<file path="src/rtl/nixie_scan_and_cathode_cycle_assert.svh">
// ----------------------------------------------------------------------------
// Assertion macros for the nixie scan and cathode cycle block
// Clocked implication checks, disabled while reset is held.
// ----------------------------------------------------------------------------
`ifndef NIXIE_SCAN_AND_CATHODE_CYCLE_ASSERT_SVH
`define NIXIE_SCAN_AND_CATHODE_CYCLE_ASSERT_SVH

// same-cycle implication
`define NSCC_ASSERT_SAME(label, clk, rst_n, ante, cons) \
    label: assert property (@(posedge clk) disable iff (!(rst_n)) (ante) |-> (cons)) \
        else $error("nscc assertion failed");

// next-cycle implication
`define NSCC_ASSERT_NEXT(label, clk, rst_n, ante, cons) \
    label: assert property (@(posedge clk) disable iff (!(rst_n)) (ante) |=> (cons)) \
        else $error("nscc assertion failed");

`endif

</file>
<file path="src/rtl/nscc_pkg.sv">
// ----------------------------------------------------------------------------
// nscc_pkg
// Widths, codes, reset values and helpers for the nixie sequencer.
// ----------------------------------------------------------------------------
`default_nettype none

package nscc_pkg;

    localparam int NUM_TUBES       = 6;
    localparam int DIGIT_W         = 4;
    localparam int TIME_W          = 31;
    localparam int CFG_W           = 16;
    localparam int POS_W           = 3;
    localparam int APB_ADDR_W      = 4;
    localparam int APB_DATA_W      = 32;
    localparam int SCAN_DIVIDE_DEF = 10;

    typedef logic [DIGIT_W-1:0] t_digit;
    typedef logic [CFG_W-1:0]   t_cfg;
    typedef logic [TIME_W-1:0]  t_time;
    typedef logic [1:0]         t_reg_idx;

    localparam logic OP_TICK = 1'b0;
    localparam logic OP_SET  = 1'b1;

    localparam t_reg_idx REG_INTERVAL = 2'd0;
    localparam t_reg_idx REG_DURATION = 2'd1;
    localparam t_reg_idx REG_STALE    = 2'd2;

    localparam t_cfg INTERVAL_RST = 16'd300;
    localparam t_cfg DURATION_RST = 16'd10;
    localparam t_cfg STALE_RST    = 16'd1200;

    localparam t_digit BLANK_CODE = 4'd15;
    localparam t_digit SCAN_LIT   = 4'd1;
    localparam t_digit DEC_LAST   = 4'd9;

    localparam logic [POS_W-1:0] POS_FIRST = 3'd1;
    localparam logic [POS_W-1:0] POS_LAST  = 3'd6;

    function automatic t_digit cyc_digit(input t_digit idx, input logic [POS_W-1:0] k);
        logic [DIGIT_W:0] s;
        s = {1'b0, idx} + {2'b0, k};
        if (s >= 5'd10) begin
            s = s - 5'd10;
        end
        return s[DIGIT_W-1:0];
    endfunction

endpackage

`default_nettype wire

</file>
<file path="src/rtl/nscc_in_if.sv">
// ----------------------------------------------------------------------------
// nscc_in_if
// Input channel: tick or set-digits beat with valid/ready.
// ----------------------------------------------------------------------------
`default_nettype none

interface nscc_in_if import nscc_pkg::*; ();
    logic   valid;
    logic   ready;
    logic   operation;
    t_time  now_seconds;
    t_digit digit_one;
    t_digit digit_two;
    t_digit digit_three;
    t_digit digit_four;
    t_digit digit_five;
    t_digit digit_six;

    modport source (
        output valid, operation, now_seconds,
               digit_one, digit_two, digit_three, digit_four, digit_five, digit_six,
        input  ready
    );

    modport sink (
        input  valid, operation, now_seconds,
               digit_one, digit_two, digit_three, digit_four, digit_five, digit_six,
        output ready
    );
endinterface

`default_nettype wire

</file>
<file path="src/rtl/nscc_out_if.sv">
// ----------------------------------------------------------------------------
// nscc_out_if
// Output channel: six tube values per beat with valid/ready.
// ----------------------------------------------------------------------------
`default_nettype none

interface nscc_out_if import nscc_pkg::*; ();
    logic   valid;
    logic   ready;
    t_digit tube_one;
    t_digit tube_two;
    t_digit tube_three;
    t_digit tube_four;
    t_digit tube_five;
    t_digit tube_six;

    modport source (
        output valid, tube_one, tube_two, tube_three, tube_four, tube_five, tube_six,
        input  ready
    );

    modport sink (
        input  valid, tube_one, tube_two, tube_three, tube_four, tube_five, tube_six,
        output ready
    );
endinterface

`default_nettype wire

</file>
<file path="src/rtl/nixie_scan_and_cathode_cycle.sv">
// A tick beat is held in the input register and its result in the result
// register. Throughput: one beat per cycle unless the output stalls; the input
// register lets one more beat enter while a finished result waits to be taken.
// Reset (synchronous, active low) clears the digits, the valid flags and the
// scan and cycle state, turns the scan direction upward, and loads the
// registers with 300, 10 and 1200 seconds.
// ----------------------------------------------------------------------------
// nixie_scan_and_cathode_cycle
// Six-tube sequencer: start-up scan, stored digits and cathode cycling runs.
// ----------------------------------------------------------------------------
`default_nettype none
`include "nixie_scan_and_cathode_cycle_assert.svh"

module nixie_scan_and_cathode_cycle
    import nscc_pkg::*;
#(
    parameter int SCAN_DIVIDE = SCAN_DIVIDE_DEF
) (
    input  wire logic                  i_clk,
    input  wire logic                  i_rst_n,
    input  wire logic                  psel,
    input  wire logic                  penable,
    input  wire logic                  pwrite,
    input  wire logic [APB_ADDR_W-1:0] paddr,
    input  wire logic [APB_DATA_W-1:0] pwdata,
    output logic      [APB_DATA_W-1:0] prdata,
    output logic                       pready,
    nscc_in_if.sink                    i_in,
    nscc_out_if.source                 o_out
);

    localparam int CntW = (SCAN_DIVIDE > 1) ? $clog2(SCAN_DIVIDE) : 1;
    localparam logic [CntW-1:0] CntLast = CntW'(SCAN_DIVIDE - 1);

    t_cfg r_interval, r_duration, r_stale;

    logic                         r_in_valid;
    logic                         r_in_op;
    t_time                        r_in_now;
    t_digit [NUM_TUBES-1:0]       r_in_digits;

    t_digit [NUM_TUBES-1:0]       r_shown,      n_shown;
    logic                         r_digits_valid, n_digits_valid;
    logic [CntW-1:0]              r_scan_cnt,   n_scan_cnt;
    logic [POS_W-1:0]             r_lit_pos,    n_lit_pos;
    logic                         r_scan_rising, n_scan_rising;
    logic                         r_cyc_active, n_cyc_active;
    t_time                        r_cyc_start,  n_cyc_start;
    t_digit                       r_cyc_index,  n_cyc_index;

    logic                         r_out_valid;
    t_digit [NUM_TUBES-1:0]       r_tube,       n_tube;

    logic                         cfg_wr;
    t_reg_idx                     cfg_idx;
    logic                         s1_go;
    logic                         in_acc;
    logic signed [TIME_W:0]       age;

    // configuration port
    assign pready  = 1'b1;
    assign cfg_idx = paddr[3:2];
    assign cfg_wr  = psel && penable && pwrite && pready;

    always_comb begin
        unique case (cfg_idx)
            REG_INTERVAL: prdata = {{(APB_DATA_W-CFG_W){1'b0}}, r_interval};
            REG_DURATION: prdata = {{(APB_DATA_W-CFG_W){1'b0}}, r_duration};
            REG_STALE:    prdata = {{(APB_DATA_W-CFG_W){1'b0}}, r_stale};
            default:      prdata = '0;
        endcase
    end

    always_ff @(posedge i_clk) begin
        if (!i_rst_n) begin
            r_interval <= INTERVAL_RST;
            r_duration <= DURATION_RST;
            r_stale    <= STALE_RST;
        end else if (cfg_wr) begin
            unique case (cfg_idx)
                REG_INTERVAL: r_interval <= pwdata[CFG_W-1:0];
                REG_DURATION: r_duration <= pwdata[CFG_W-1:0];
                REG_STALE:    r_stale    <= pwdata[CFG_W-1:0];
                default: ;
            endcase
        end
    end

    // handshake
    assign s1_go      = r_in_valid && (r_in_op == OP_SET || !r_out_valid || o_out.ready);
    assign i_in.ready = !r_in_valid || s1_go;
    assign in_acc     = i_in.valid && i_in.ready;

    always_ff @(posedge i_clk) begin
        if (!i_rst_n) begin
            r_in_valid <= 1'b0;
        end else if (in_acc) begin
            r_in_valid <= 1'b1;
        end else if (s1_go) begin
            r_in_valid <= 1'b0;
        end
    end

    always_ff @(posedge i_clk) begin
        if (in_acc) begin
            r_in_op        <= i_in.operation;
            r_in_now       <= i_in.now_seconds;
            r_in_digits[0] <= i_in.digit_one;
            r_in_digits[1] <= i_in.digit_two;
            r_in_digits[2] <= i_in.digit_three;
            r_in_digits[3] <= i_in.digit_four;
            r_in_digits[4] <= i_in.digit_five;
            r_in_digits[5] <= i_in.digit_six;
        end
    end

    assign age = $signed({1'b0, r_in_now}) - $signed({1'b0, r_cyc_start});

    // per-beat work
    always_comb begin
        n_shown        = r_shown;
        n_digits_valid = r_digits_valid;
        n_scan_cnt     = r_scan_cnt;
        n_lit_pos      = r_lit_pos;
        n_scan_rising  = r_scan_rising;
        n_cyc_active   = r_cyc_active;
        n_cyc_start    = r_cyc_start;
        n_cyc_index    = r_cyc_index;
        n_tube         = r_shown;

        if (r_in_op == OP_SET) begin
            n_shown        = r_in_digits;
            n_digits_valid = 1'b1;
        end else if (!r_digits_valid) begin
            if (r_scan_cnt == '0) begin
                if (r_scan_rising) begin
                    if (r_lit_pos >= POS_LAST - 3'd1) begin
                        n_lit_pos     = POS_LAST;
                        n_scan_rising = 1'b0;
                    end else if (r_lit_pos == '0) begin
                        n_lit_pos     = POS_FIRST;
                    end else begin
                        n_lit_pos     = r_lit_pos + 3'd1;
                    end
                end else begin
                    if (r_lit_pos <= POS_FIRST + 3'd1) begin
                        n_lit_pos     = POS_FIRST;
                        n_scan_rising = 1'b1;
                    end else if (r_lit_pos > POS_LAST) begin
                        n_lit_pos     = POS_LAST;
                    end else begin
                        n_lit_pos     = r_lit_pos - 3'd1;
                    end
                end
                for (int k = 0; k < NUM_TUBES; k++) begin
                    n_shown[k] = (n_lit_pos == POS_W'(k + 1)) ? SCAN_LIT : BLANK_CODE;
                end
            end
            n_scan_cnt = (r_scan_cnt >= CntLast) ? '0 : r_scan_cnt + CntW'(1);
            n_tube     = n_shown;
        end else begin
            if (r_cyc_active && age < $signed({{(TIME_W+1-CFG_W){1'b0}}, r_duration})) begin
                for (int k = 0; k < NUM_TUBES; k++) begin
                    n_tube[k] = cyc_digit(r_cyc_index, POS_W'(k));
                end
                n_cyc_index = (r_cyc_index >= DEC_LAST) ? '0 : r_cyc_index + 4'd1;
            end else begin
                n_tube       = r_shown;
                n_cyc_active = 1'b0;
            end
            if (age > $signed({{(TIME_W+1-CFG_W){1'b0}}, r_stale})) begin
                n_cyc_start = r_in_now;
            end else if (age > $signed({{(TIME_W+1-CFG_W){1'b0}}, r_interval})) begin
                n_cyc_start  = r_in_now;
                n_cyc_active = 1'b1;
                n_cyc_index  = '0;
            end
        end
    end

    always_ff @(posedge i_clk) begin
        if (!i_rst_n) begin
            r_shown        <= '0;
            r_digits_valid <= 1'b0;
            r_scan_cnt     <= '0;
            r_lit_pos      <= '0;
            r_scan_rising  <= 1'b1;
            r_cyc_active   <= 1'b0;
            r_cyc_start    <= '0;
            r_cyc_index    <= '0;
        end else if (s1_go) begin
            r_shown        <= n_shown;
            r_digits_valid <= n_digits_valid;
            r_scan_cnt     <= n_scan_cnt;
            r_lit_pos      <= n_lit_pos;
            r_scan_rising  <= n_scan_rising;
            r_cyc_active   <= n_cyc_active;
            r_cyc_start    <= n_cyc_start;
            r_cyc_index    <= n_cyc_index;
        end
    end

    // result register
    always_ff @(posedge i_clk) begin
        if (!i_rst_n) begin
            r_out_valid <= 1'b0;
        end else if (s1_go && r_in_op == OP_TICK) begin
            r_out_valid <= 1'b1;
        end else if (o_out.ready) begin
            r_out_valid <= 1'b0;
        end
    end

    always_ff @(posedge i_clk) begin
        if (s1_go && r_in_op == OP_TICK) begin
            r_tube <= n_tube;
        end
    end

    assign o_out.valid      = r_out_valid;
    assign o_out.tube_one   = r_tube[0];
    assign o_out.tube_two   = r_tube[1];
    assign o_out.tube_three = r_tube[2];
    assign o_out.tube_four  = r_tube[3];
    assign o_out.tube_five  = r_tube[4];
    assign o_out.tube_six   = r_tube[5];

    `NSCC_ASSERT_NEXT(a_set_marks_valid, i_clk, i_rst_n,
        s1_go && r_in_op == OP_SET, r_digits_valid)
    `NSCC_ASSERT_SAME(a_valid_sticks, i_clk, i_rst_n, 1'b1, !$fell(r_digits_valid))
    `NSCC_ASSERT_SAME(a_index_decimal, i_clk, i_rst_n, 1'b1, r_cyc_index <= DEC_LAST)
    `NSCC_ASSERT_SAME(a_pos_range, i_clk, i_rst_n, 1'b1, r_lit_pos <= POS_LAST)
    `NSCC_ASSERT_NEXT(a_set_no_result, i_clk, i_rst_n,
        s1_go && r_in_op == OP_SET && !r_out_valid, !r_out_valid)

endmodule

`default_nettype wire
</file>
<file path="src/flat_wrapper.sv">
// flat-port wrapper written by rule: the top's interface ports become plain ports
module nixie_scan_and_cathode_cycle_flat import nscc_pkg::*;
#(
    parameter int SCAN_DIVIDE = SCAN_DIVIDE_DEF
)
  (i_clk, i_rst_n, psel, penable, pwrite, paddr, pwdata, prdata, pready, i_in_valid, i_in_operation, i_in_now_seconds, i_in_digit_one, i_in_digit_two, i_in_digit_three, i_in_digit_four, i_in_digit_five, i_in_digit_six, i_in_ready, o_out_valid, o_out_tube_one, o_out_tube_two, o_out_tube_three, o_out_tube_four, o_out_tube_five, o_out_tube_six, o_out_ready);
  nscc_in_if i_in_i ();
  nscc_out_if o_out_i ();
  input  wire logic i_clk;
  input  wire logic i_rst_n;
  input  wire logic psel;
  input  wire logic penable;
  input  wire logic pwrite;
  input  wire logic [APB_ADDR_W-1:0] paddr;
  input  wire logic [APB_DATA_W-1:0] pwdata;
  output logic      [APB_DATA_W-1:0] prdata;
  output logic pready;
  input wire logic [$bits(i_in_i.valid)-1:0] i_in_valid;
  input wire logic [$bits(i_in_i.operation)-1:0] i_in_operation;
  input wire logic [$bits(i_in_i.now_seconds)-1:0] i_in_now_seconds;
  input wire logic [$bits(i_in_i.digit_one)-1:0] i_in_digit_one;
  input wire logic [$bits(i_in_i.digit_two)-1:0] i_in_digit_two;
  input wire logic [$bits(i_in_i.digit_three)-1:0] i_in_digit_three;
  input wire logic [$bits(i_in_i.digit_four)-1:0] i_in_digit_four;
  input wire logic [$bits(i_in_i.digit_five)-1:0] i_in_digit_five;
  input wire logic [$bits(i_in_i.digit_six)-1:0] i_in_digit_six;
  output wire logic [$bits(i_in_i.ready)-1:0] i_in_ready;
  output wire logic [$bits(o_out_i.valid)-1:0] o_out_valid;
  output wire logic [$bits(o_out_i.tube_one)-1:0] o_out_tube_one;
  output wire logic [$bits(o_out_i.tube_two)-1:0] o_out_tube_two;
  output wire logic [$bits(o_out_i.tube_three)-1:0] o_out_tube_three;
  output wire logic [$bits(o_out_i.tube_four)-1:0] o_out_tube_four;
  output wire logic [$bits(o_out_i.tube_five)-1:0] o_out_tube_five;
  output wire logic [$bits(o_out_i.tube_six)-1:0] o_out_tube_six;
  input wire logic [$bits(o_out_i.ready)-1:0] o_out_ready;
  assign i_in_i.valid = i_in_valid;
  assign i_in_i.operation = i_in_operation;
  assign i_in_i.now_seconds = i_in_now_seconds;
  assign i_in_i.digit_one = i_in_digit_one;
  assign i_in_i.digit_two = i_in_digit_two;
  assign i_in_i.digit_three = i_in_digit_three;
  assign i_in_i.digit_four = i_in_digit_four;
  assign i_in_i.digit_five = i_in_digit_five;
  assign i_in_i.digit_six = i_in_digit_six;
  assign i_in_ready = i_in_i.ready;
  assign o_out_valid = o_out_i.valid;
  assign o_out_tube_one = o_out_i.tube_one;
  assign o_out_tube_two = o_out_i.tube_two;
  assign o_out_tube_three = o_out_i.tube_three;
  assign o_out_tube_four = o_out_i.tube_four;
  assign o_out_tube_five = o_out_i.tube_five;
  assign o_out_tube_six = o_out_i.tube_six;
  assign o_out_i.ready = o_out_ready;
  nixie_scan_and_cathode_cycle #(.SCAN_DIVIDE(SCAN_DIVIDE)) u_core (.i_clk(i_clk), .i_rst_n(i_rst_n), .psel(psel), .penable(penable), .pwrite(pwrite), .paddr(paddr), .pwdata(pwdata), .prdata(prdata), .pready(pready), .i_in(i_in_i), .o_out(o_out_i));
endmodule
</file>
<file path="config.mk">
export PLATFORM = sky130hd
export DESIGN_NAME = nixie_scan_and_cathode_cycle_flat
export DESIGN_NICKNAME = d
export VERILOG_FILES = /design/src/rtl/nscc_pkg.sv /design/src/rtl/nscc_in_if.sv /design/src/rtl/nscc_out_if.sv /design/src/rtl/nixie_scan_and_cathode_cycle.sv /design/src/flat_wrapper.sv
export VERILOG_INCLUDE_DIRS = /design/src /design/src/rtl
export SDC_FILE = /design/constraint.sdc
export NUM_CORES = 1
export LEC_CHECK = 0
export BUFFER_PORTS_ARGS = -buffer_cell sky130_fd_sc_hd__buf_4
export CORE_MARGIN = 4
export CORE_UTILIZATION = 25
export DETAILED_ROUTE_END_ITERATION = 8
export SLEW_MARGIN = 20
export SYNTH_ARGS = -nofsm -noshare
export SYNTH_HDL_FRONTEND = slang
export SYNTH_SLANG_ARGS = --single-unit
</file>
<file path="constraint.sdc">
create_clock -name i_clk -period 11.8 [get_ports i_clk]
set_clock_uncertainty 0.15 [all_clocks]
set_input_delay 2.36 -clock i_clk [delete_from_list [all_inputs] [get_ports i_clk]]
set_output_delay 2.36 -clock i_clk [all_outputs]
set_load 0.05 [all_outputs]
</file>
==> results by group, run 1 <==
Setup path
  • Crit path capture type: output pin
  • Crit. Startpoint: paddr[3]
  • Startpoint types: input port
  • WS Path Type: input port to output pin
  • FF-to-FF path depth: 21
  • Reg-to-reg startpoint: u_core.r_in_now[4]
  • Worst Setup EP: prdata[15]
  • R2r endpoint: u_core.r_cyc_start[1]
  • Delay of the slowest cell on the worst path: about 0.80 ns
  • Crit-path cells: buf_4, nor2b_2, nand2_1, o21ai_0, buf_4
  • R2R Setup Slk: between 5 and 6 ns
  • CP max FO: 21
  • Crit path DAT: ~4 ns
  • Worst EP required: roughly 9.3 ns
  • Crit-path slowest cell: nor2b_2
  • CP most frequent cell: buf_4

Global route
  • Met2 Usage GRT: 20.3%
  • Gr busiest metal: met2
  • Tot GR Track Use: 12.6%
  • Met1 Usage GRT: 17.3%
  • Vias in the first global route: 10.1k
  • Antenna violations before repair: 0
  • Pin count of the biggest net entering global routing: 84
  • First-pass GRT wire length: ~54,000 um
  • Grt ovf: 0
  • Grt met3 use: 1.91%

Synthesis
  • Asr flop ratio synth: 0%
  • Adder-cell share of the synthesized area: a little over a tenth
  • Syn avg cell area: a little under 9 um^2
  • Register area share after synthesis: 38.9%
  • Simple-gate share of the synthesized area: 16.4%
  • Main combinational cell family by area after synthesis: compound AO/OA/AOI/OAI gates
  • Compound-gate portion of the synthesized area: a little over a fifth
  • Synth Instances: 1,393
  • Post-synth top area share: 19.5%
  • Post-synthesis xor/xnor area fraction: under 10%
  • Most frequent cells after synthesis: 198 x nand2_1, 128 x a21oi_1, 119 x dfxtp_1, 102 x ha_1, 99 x inv_1
  • Seq cells post-synth: 199
  • Dominant cell type by area after synthesis: edfxtp_1
  • Prevailing post-synth register cell: dfxtp_1
  • Post-synthesis mux area share: between 4 and 5%
  • Synthesized area: 12,300 um^2
  • Most frequent cell after synthesis: nand2_1
  • Synth top area cells: edfxtp_1 20%, dfxtp_1 19%, ha_1 10%
  • Post-synthesis cell type count: 69
  • Synth Warn #: 0
  • Post-synth EDFFs: 80

STA
  • Tcrit/Tclk final: a little under three fifths
  • Hold Fails Final Rpt: 0
  • Least-Margin Pin Slew: between 1 and 1.5 ns
  • Fin. max-slew vios: 0
  • Final WS setup: 5.26 ns
  • Min Tclk post-route: 6.54 ns
  • TNS Setup: 0 ns
  • Fmax: 153 MHz
  • RSZ-0062 raised after global routing: false
  • Setup Viol. Count Final: 0
  • Slew HR: 27.6%

CTS
  • Post-CTS Resized: 0
  • Clock sink count: 199
  • H-tree depth: 4
  • Root buffer cell: clkbuf_16
  • CTS max path bufs: 2
  • CTS clock-pin slew for the worst setup and hold paths: roughly 0.080 ns
  • TritonCTS clock tree: yes
  • Post-CTS Setup Bufs: 0
  • Worst-Skew Late Latency: ~0.47 ns
  • TritonCTS Buffers: 17
  • Hold buffers post-CTS: 0

Run
  • MaxCap Viol Count: 0

Cells and area
  • N_diodes: 0
  • Syn-to-layout area delta: 16.7%
  • Ratio of cells with drive above 1 in the final layout: 12.7%
  • Final net count: 1,682

Power and ir drop
  • LEAKAGE: 5.48 nW
  • Power per cell area: 114 nW/um^2
  • VDD IR max: 104 uV

Route
  • Via total after detailed routing: 10.2k
  • Drt via density: about 4.8
  • TritonRoute pass-1 iters: 5
  • Antenna-violating nets left: 0
  • DRT iter0 DRCs: between 700 and 800
  • DR WL/cell: 15.6 um
  • Routed wire length: 33,600 um
  • Drc violations: 0

Placement
  • Place WS: 5.30 ns
  • Global placement routability congestion: 0.873
  • Port bufs: around 120
  • Detail Placement HPWL: 25,500 um

Floorplan
  • Die area: around 53,000 um^2
  • Core box area: 48,100 um^2
  • Row cnt: 80
  • Die Ht: 230 um
  • Initial core utilization: 25.5%
  • Die width: 230 um
  • Io pins: 158

Run status
  • Status: complete, no violations

Min path
  • Hold crit path type: register to register
[registers in the layout, indices dropped and copies added, names as in the netlist, 16 cells and up]
name / cells
u_core.r_cyc_start: 31
u_core.r_duration: 16
u_core.r_in_digits: 24
u_core.r_in_now: 31
u_core.r_interval: 16
u_core.r_shown: 24
u_core.r_stale: 16
[critical path, delay by kind of cell]
family          cells  cell delay, ns
compound gates      1            0.22
simple gates        2            0.90
buf+inv             2            0.53
[kinds of logic (layout without fill, tap and decap cells)]
logic type / after synthesis / in the layout
simple gates: 423 / 423
fa+ha+maj: 104 / 104
xor+xnor: 29 / 29
flops: 199 / 199
compound gates: 399 / 399
buf+inv: 179 / 263
other cells: 2 / 17
mux: 58 / 58
[cell type report]
| cell class | instances | area (um^2) |
|---|---|---|
| Clock buffer | 18 | 429 |
| Clock inverter | 14 | 131 |
| Fill cell | 5067 | 33800 |
| Inverter | 100 | 375 |
| Multi-Input combinational cell | 1030 | 6810 |
| Sequential cell | 199 | 4780 |
| Tap cell | 656 | 821 |
| Timing Repair Buffer | 131 | 983 |
[stage by stage]
| stage | total power [W] | utilization (%) | hold WS (ns) | cells | area [um^2] |
|---|---|---|---|---|---|
| 2_1_floorplan | 0.000980 | - | 0.302 | 1408 | 12300 |
| 3_3_place_gp | 0.00107 | 28.6 | 0.318 | 2116 | 13800 |
| 3_5_place_dp | 0.00107 | 28.6 | 0.326 | 2116 | 13800 |
| 4_1_cts | 0.00165 | 29.8 | 0.339 | 2148 | 14300 |
| 5_1_grt | 0.00171 | 29.8 | 0.358 | 2148 | 14300 |
| 6_report | 0.00163 | 29.8 | 0.337 | 2148 | 14300 |
[cells in the final DEF (no fill, tap or decap), drive strengths merged, types with 6 or more instances in the layout]
| cell | n |
|---|---|
| and2 | 9 |
| nor4 | 11 |
| o211ai | 23 |
| dfxtp | 119 |
| a211o | 6 |
| clkbuf | 18 |
| o22ai | 11 |
| mux2i | 55 |
| a21boi | 42 |
| nor2 | 67 |
| edfxtp | 80 |
| nand2b | 8 |
| nand3 | 16 |
| conb | 17 |
| a21o | 18 |
| a31oi | 7 |
| nand2 | 199 |
| o21ai | 82 |
| nor3 | 16 |
| o221a | 6 |
| xor2 | 13 |
| buf | 131 |
| ha | 102 |
| a211oi | 6 |
| inv | 108 |
| nor2b | 52 |
| o21a | 17 |
| o2111ai | 7 |
| nand4 | 22 |
| a21oi | 130 |
| xnor2 | 16 |
[metal layers]
| layer | routed length [um] | vias up | share of wire (%) |
|---|---|---|---|
| met1 | 16100 | 4840 | 48 |
| met2 | 15400 | 238 | 46 |
| met5 | 0 | - | 0 |
| met3 | 1370 | 36 | 4.1 |
| met4 | 666 | 0 | 2.0 |
| li1 | - | 5106 | - |
[how the worst min path moves through the flow]
stage,from,endpoint,slack (ns),cells after the start
2_1_floorplan,u_core.r_duration[0],u_core.r_duration[0],0.30,2
3_3_place_gp,u_core.r_duration[6],u_core.r_duration[6],0.32,2
3_5_place_dp,u_core.r_interval[13],u_core.r_interval[13],0.33,2
4_1_cts,u_core.r_interval[6],u_core.r_interval[6],0.34,2
5_1_grt,u_core.r_duration[4],u_core.r_duration[4],0.36,2
6_report,u_core.r_interval[13],u_core.r_interval[13],0.34,2
[where the power goes]
| part | leakage [nW] | switching (W) | internal [W] |
|---|---|---|---|
| Combinational | 3.47 | 0.000187 | 0.000111 |
| Sequential | 1.73 | 0.0000176 | 0.000743 |
| Clock | 0.271 | 0.000290 | 0.000279 |
Power figures use the tool's default switching activity.
==> run 2, diff against run 1 <==
--- a/config.mk
+++ b/config.mk
@@ -6,6 +6,7 @@
 export SDC_FILE = /design/constraint.sdc
 export NUM_CORES = 1
 export LEC_CHECK = 0
+export ABC_AREA = 1
 export BUFFER_PORTS_ARGS = -buffer_cell sky130_fd_sc_hd__buf_4
 export CORE_MARGIN = 4
 export CORE_UTILIZATION = 25
==> constraint.sdc (replaced) <==
create_clock -name i_clk -period 6.7 [get_ports i_clk]
set_clock_uncertainty 0.15 [all_clocks]
set_input_delay 1.34 -clock i_clk [delete_from_list [all_inputs] [get_ports i_clk]]
set_output_delay 1.34 -clock i_clk [all_outputs]
set_load 0.05 [all_outputs]
==> results by group, run 2 <==
Min path
  • Worst hold stages: 2 (unchanged)
  • Hold Path Origin: u_core.r_cyc_start[8]
  • Hold Crit Endpoint: u_core.r_cyc_start[8]
  • Hold crit path type: register to register

Floorplan
  • Io pins: 158 (unchanged)
  • Die area: 54,600 um^2 (+3.5%)
  • Die width: 234 um (+1.8%)
  • Core box area: 50,300 um^2 (+4.4%)
  • Initial core utilization: 25.3% (-0.18 points)
  • Row cnt: 82 (+2.5%)
  • Die Ht: 234 um (+1.8%)

Cells and area
  • Ratio of cells with drive above 1 in the final layout: 13.7% (+0.93 points)
  • Final net count: 1,997 (+19%)
  • Most common cell after layout, fill and taps aside: nand2_1
  • Syn-to-layout area delta: 17.1%
  • Most frequent cells in the layout: 399 x nand2_1, 245 x inv_1, 155 x a21oi_1
  • Biggest regs: u_core.r_cyc_start (31), u_core.r_in_now (31)

Power and ir drop
  • Tot Pwr: 0.00303 W (+86%)
  • Power per cell area: 203 nW/um^2 (+79%)
  • LEAKAGE: 6.37 nW (+16%)
  • VDD IR max: 202 uV (+94%)

Global route
  • Antenna violations before repair: 4 (+4)
  • Pin count of the biggest net entering global routing: 64 (-24%)
  • First-pass GRT wire length: 58,000 um (+7.6%)
  • Grt ovf: 0 (unchanged)
  • Vias in the first global route: 10.8k (+6.8%)
  • Tot GR Track Use: 13.5% (+0.93 points)

Route
  • Drc violations: 0 (unchanged)
  • Via total after detailed routing: 11.3k (+10%)
  • Drt via density: 4.55 (-4.4%)
  • Antenna-violating nets left: 0 (unchanged)
  • DRT iter0 DRCs: 769 (+4.9%)
  • TritonRoute pass-1 iters: 5 (unchanged)
  • DR WL/cell: 14.7 um (-6.1%)
  • Routed wire length: 36,500 um (+8.5%)

CTS
  • Post-CTS Resized: 0 (unchanged)
  • H-tree depth: 4 (unchanged)
  • TritonCTS Buffers: 17 (unchanged)
  • TritonCTS clock tree: yes
  • Root buffer cell: clkbuf_16
  • CTS clock-pin slew for the worst setup and hold paths: 0.08 ns (about the same)
  • CTS max path bufs: 2 (unchanged)
  • Hold buffers post-CTS: 0 (unchanged)
  • Post-CTS Setup Bufs: 0 (unchanged)
  • Worst-Skew Late Latency: 0.49 ns (+0.02 ns)
  • Clock sink count: 199 (unchanged)

STA
  • TNS Setup: 0 ns (unchanged)
  • Fin. max-slew vios: 0 (unchanged)
  • Fmax: about 220 MHz
  • Min Tclk post-route: roughly 4.6 ns
  • Slew HR: 30.4% (+2.8 points)
  • Least-Margin Pin Slew: 1.04 ns (-0.0371 ns)
  • Setup Viol. Count Final: 0 (unchanged)
  • Tcrit/Tclk final: 67.9%
  • RSZ-0062 raised after global routing: false
  • Hold Fails Final Rpt: 0 (unchanged)

Setup path
  • WS Path Type: register to register
  • Worst EP required: 6.77 ns (-2.52 ns)
  • CP max FO: 25 (+19%)
  • Startpoint types: register
  • Crit path capture type: register
  • Reg-to-reg startpoint: u_core.r_in_now[0]
  • R2R Setup Slk: 2.15 ns (-3.73 ns)
  • FF-to-FF path depth: 18 (-14%)
  • R2r endpoint: u_core.o_out.tube_one[0]
  • Crit path DAT: 4.62 ns (+0.59 ns)

Synthesis
  • Synth Instances: 1,700 (+22%)
  • Post-synth EDFFs: 80 (unchanged)
  • Post-synth top area share: 18.9% (-0.69 points)
  • Most frequent cell after synthesis: nand2_1
  • Synth top area cells: edfxtp_1 19%, dfxtp_1 19%, nand2_1 12%
  • Post-synthesis cell type count: 50 (-28%)
  • Asr flop ratio synth: 0% (unchanged)
  • Register area share after synthesis: 37.6% (-1.4 points)
  • Seq cells post-synth: 199 (unchanged)
  • Syn avg cell area: 7.49 um^2 (-15%)
  • Dominant cell type by area after synthesis: edfxtp_1
  • Synth Warn #: 0 (unchanged)
  • Synthesized area: 12,700 um^2 (+3.7%)
  • Most frequent cells after synthesis: 399 x nand2_1, 246 x inv_1, 156 x a21oi_1, 119 x dfxtp_1, 105 x o21ai_0
  • Prevailing post-synth register cell: dfxtp_1

Run
  • MaxCap Viol Count: 0 (unchanged)

Placement
  • Global placement routability congestion: 0.910 (+4.2%)
  • Port bufs: 122 (unchanged)
  • Detail Placement HPWL: 27,900 um (+9.4%)

Run status
  • Status: complete, no violations
-- run 2: changes by cell type after synthesis, moves of 21 or more --
cell | before | now
nand2_1 | 198 | 399
inv_1 | 99 | 246
nand3_1 | 16 | 75
mux2i_1 | 55 | 1
nor2b_1 | 52 | 0
a21boi_0 | 42 | 0
o21ai_0 | 66 | 105
nor2_1 | 67 | 101
a21oi_1 | 128 | 156
nand2_2 | 1 | 25
a21oi_2 | 2 | 23
-- run 2: cell families (layout without fill, tap and decap cells) --
group                      count (synthesis)  count (layout)  share of synthesized area, %
AOI/OAI and AO/OA                        386             386                          17.8
xor gates and xnor gates                  29              29                          1.99
adders and majority gates                104             104                          10.3
buffers and inverters                    330             422                          10.5
DFF                                      199             199                          37.6
muxes                                      3               3                         0.255
other                                      2              18                        0.0589
and+or+nand+nor                          647             647                          21.5
-- run 2: worst max-delay path, cell delays in order, from the launching register on --
cell and delay, ns:
edfxtp_1 0.35, inv_1 0.05, ha_1 0.20, fa_1 0.41, inv_1 0.13, nand3_1 0.09
nand3_1 0.19, xor2_1 0.46, ha_1 0.32, nand2_1 0.08, nor2_1 0.05, a211oi_1 0.19
o221ai_1 0.13, a21oi_1 0.24, nand3_2 0.17, nand2_2 0.12, nand2_2 0.27, o21ai_0 0.53
o21ai_1 0.14
-- run 2: cell type report --
cell class,count,area (um^2)
Fill cell,5440,35400
Multi-Input combinational cell,1186,6700
Sequential cell,199,4780
Timing Repair Buffer,133,998
Inverter,257,965
Tap cell,672,841
Clock buffer,18,439
Clock inverter,14,195
Antenna cell,1,2.50
-- run 2: power by group --
part	internal [W]	switching, W	leakage, nW	total, W
combinational	0.000204	0.000398	4.34	0.000603
clock	0.000524	0.000561	0.305	0.00108
sequential	0.00132	0.0000310	1.73	0.00135
total	0.00204	0.000990	6.37	0.00303
-- run 2: routing by layer --
layer	wire length, um	track usage [%]
met1	16900	17.8
met2	16600	21.7
met3	1980	3.49
met4	885	4.64
met5	34	0
-- run 2: through the flow --
stage                     hold WS, ns  instance area (um^2)  worst slack [ns]  utilization, %  cells
after floorplan                 0.289                 12800              1.79               -   1715
after CTS                       0.318                 14900              1.90            29.7   2479
after global placement          0.300                 14300              1.96            28.4   2447
after detailed placement        0.306                 14300              1.91            28.4   2447
after global routing            0.336                 14900              1.80            29.7   2479
final                           0.314                 14900              2.15            29.7   2480
-- run 2: worst max-delay path by stage --
| stage | start | end | depth (start not counted) |
|---|---|---|---|
| 6_report | u_core.r_in_now[0] | u_core.o_out.tube_one[0] | 18 |
| 5_1_grt | u_core.r_in_now[9] | u_core.o_out.tube_one[0] | 19 |
| 4_1_cts | u_core.r_in_now[0] | u_core.o_out.tube_one[2] | 18 |
| 3_5_place_dp | u_core.r_in_now[0] | u_core.o_out.tube_one[2] | 18 |
| 3_3_place_gp | u_core.r_in_now[0] | u_core.o_out.tube_one[2] | 18 |
| 2_1_floorplan | o_out_ready | u_core.r_in_digits[0] | 4 |
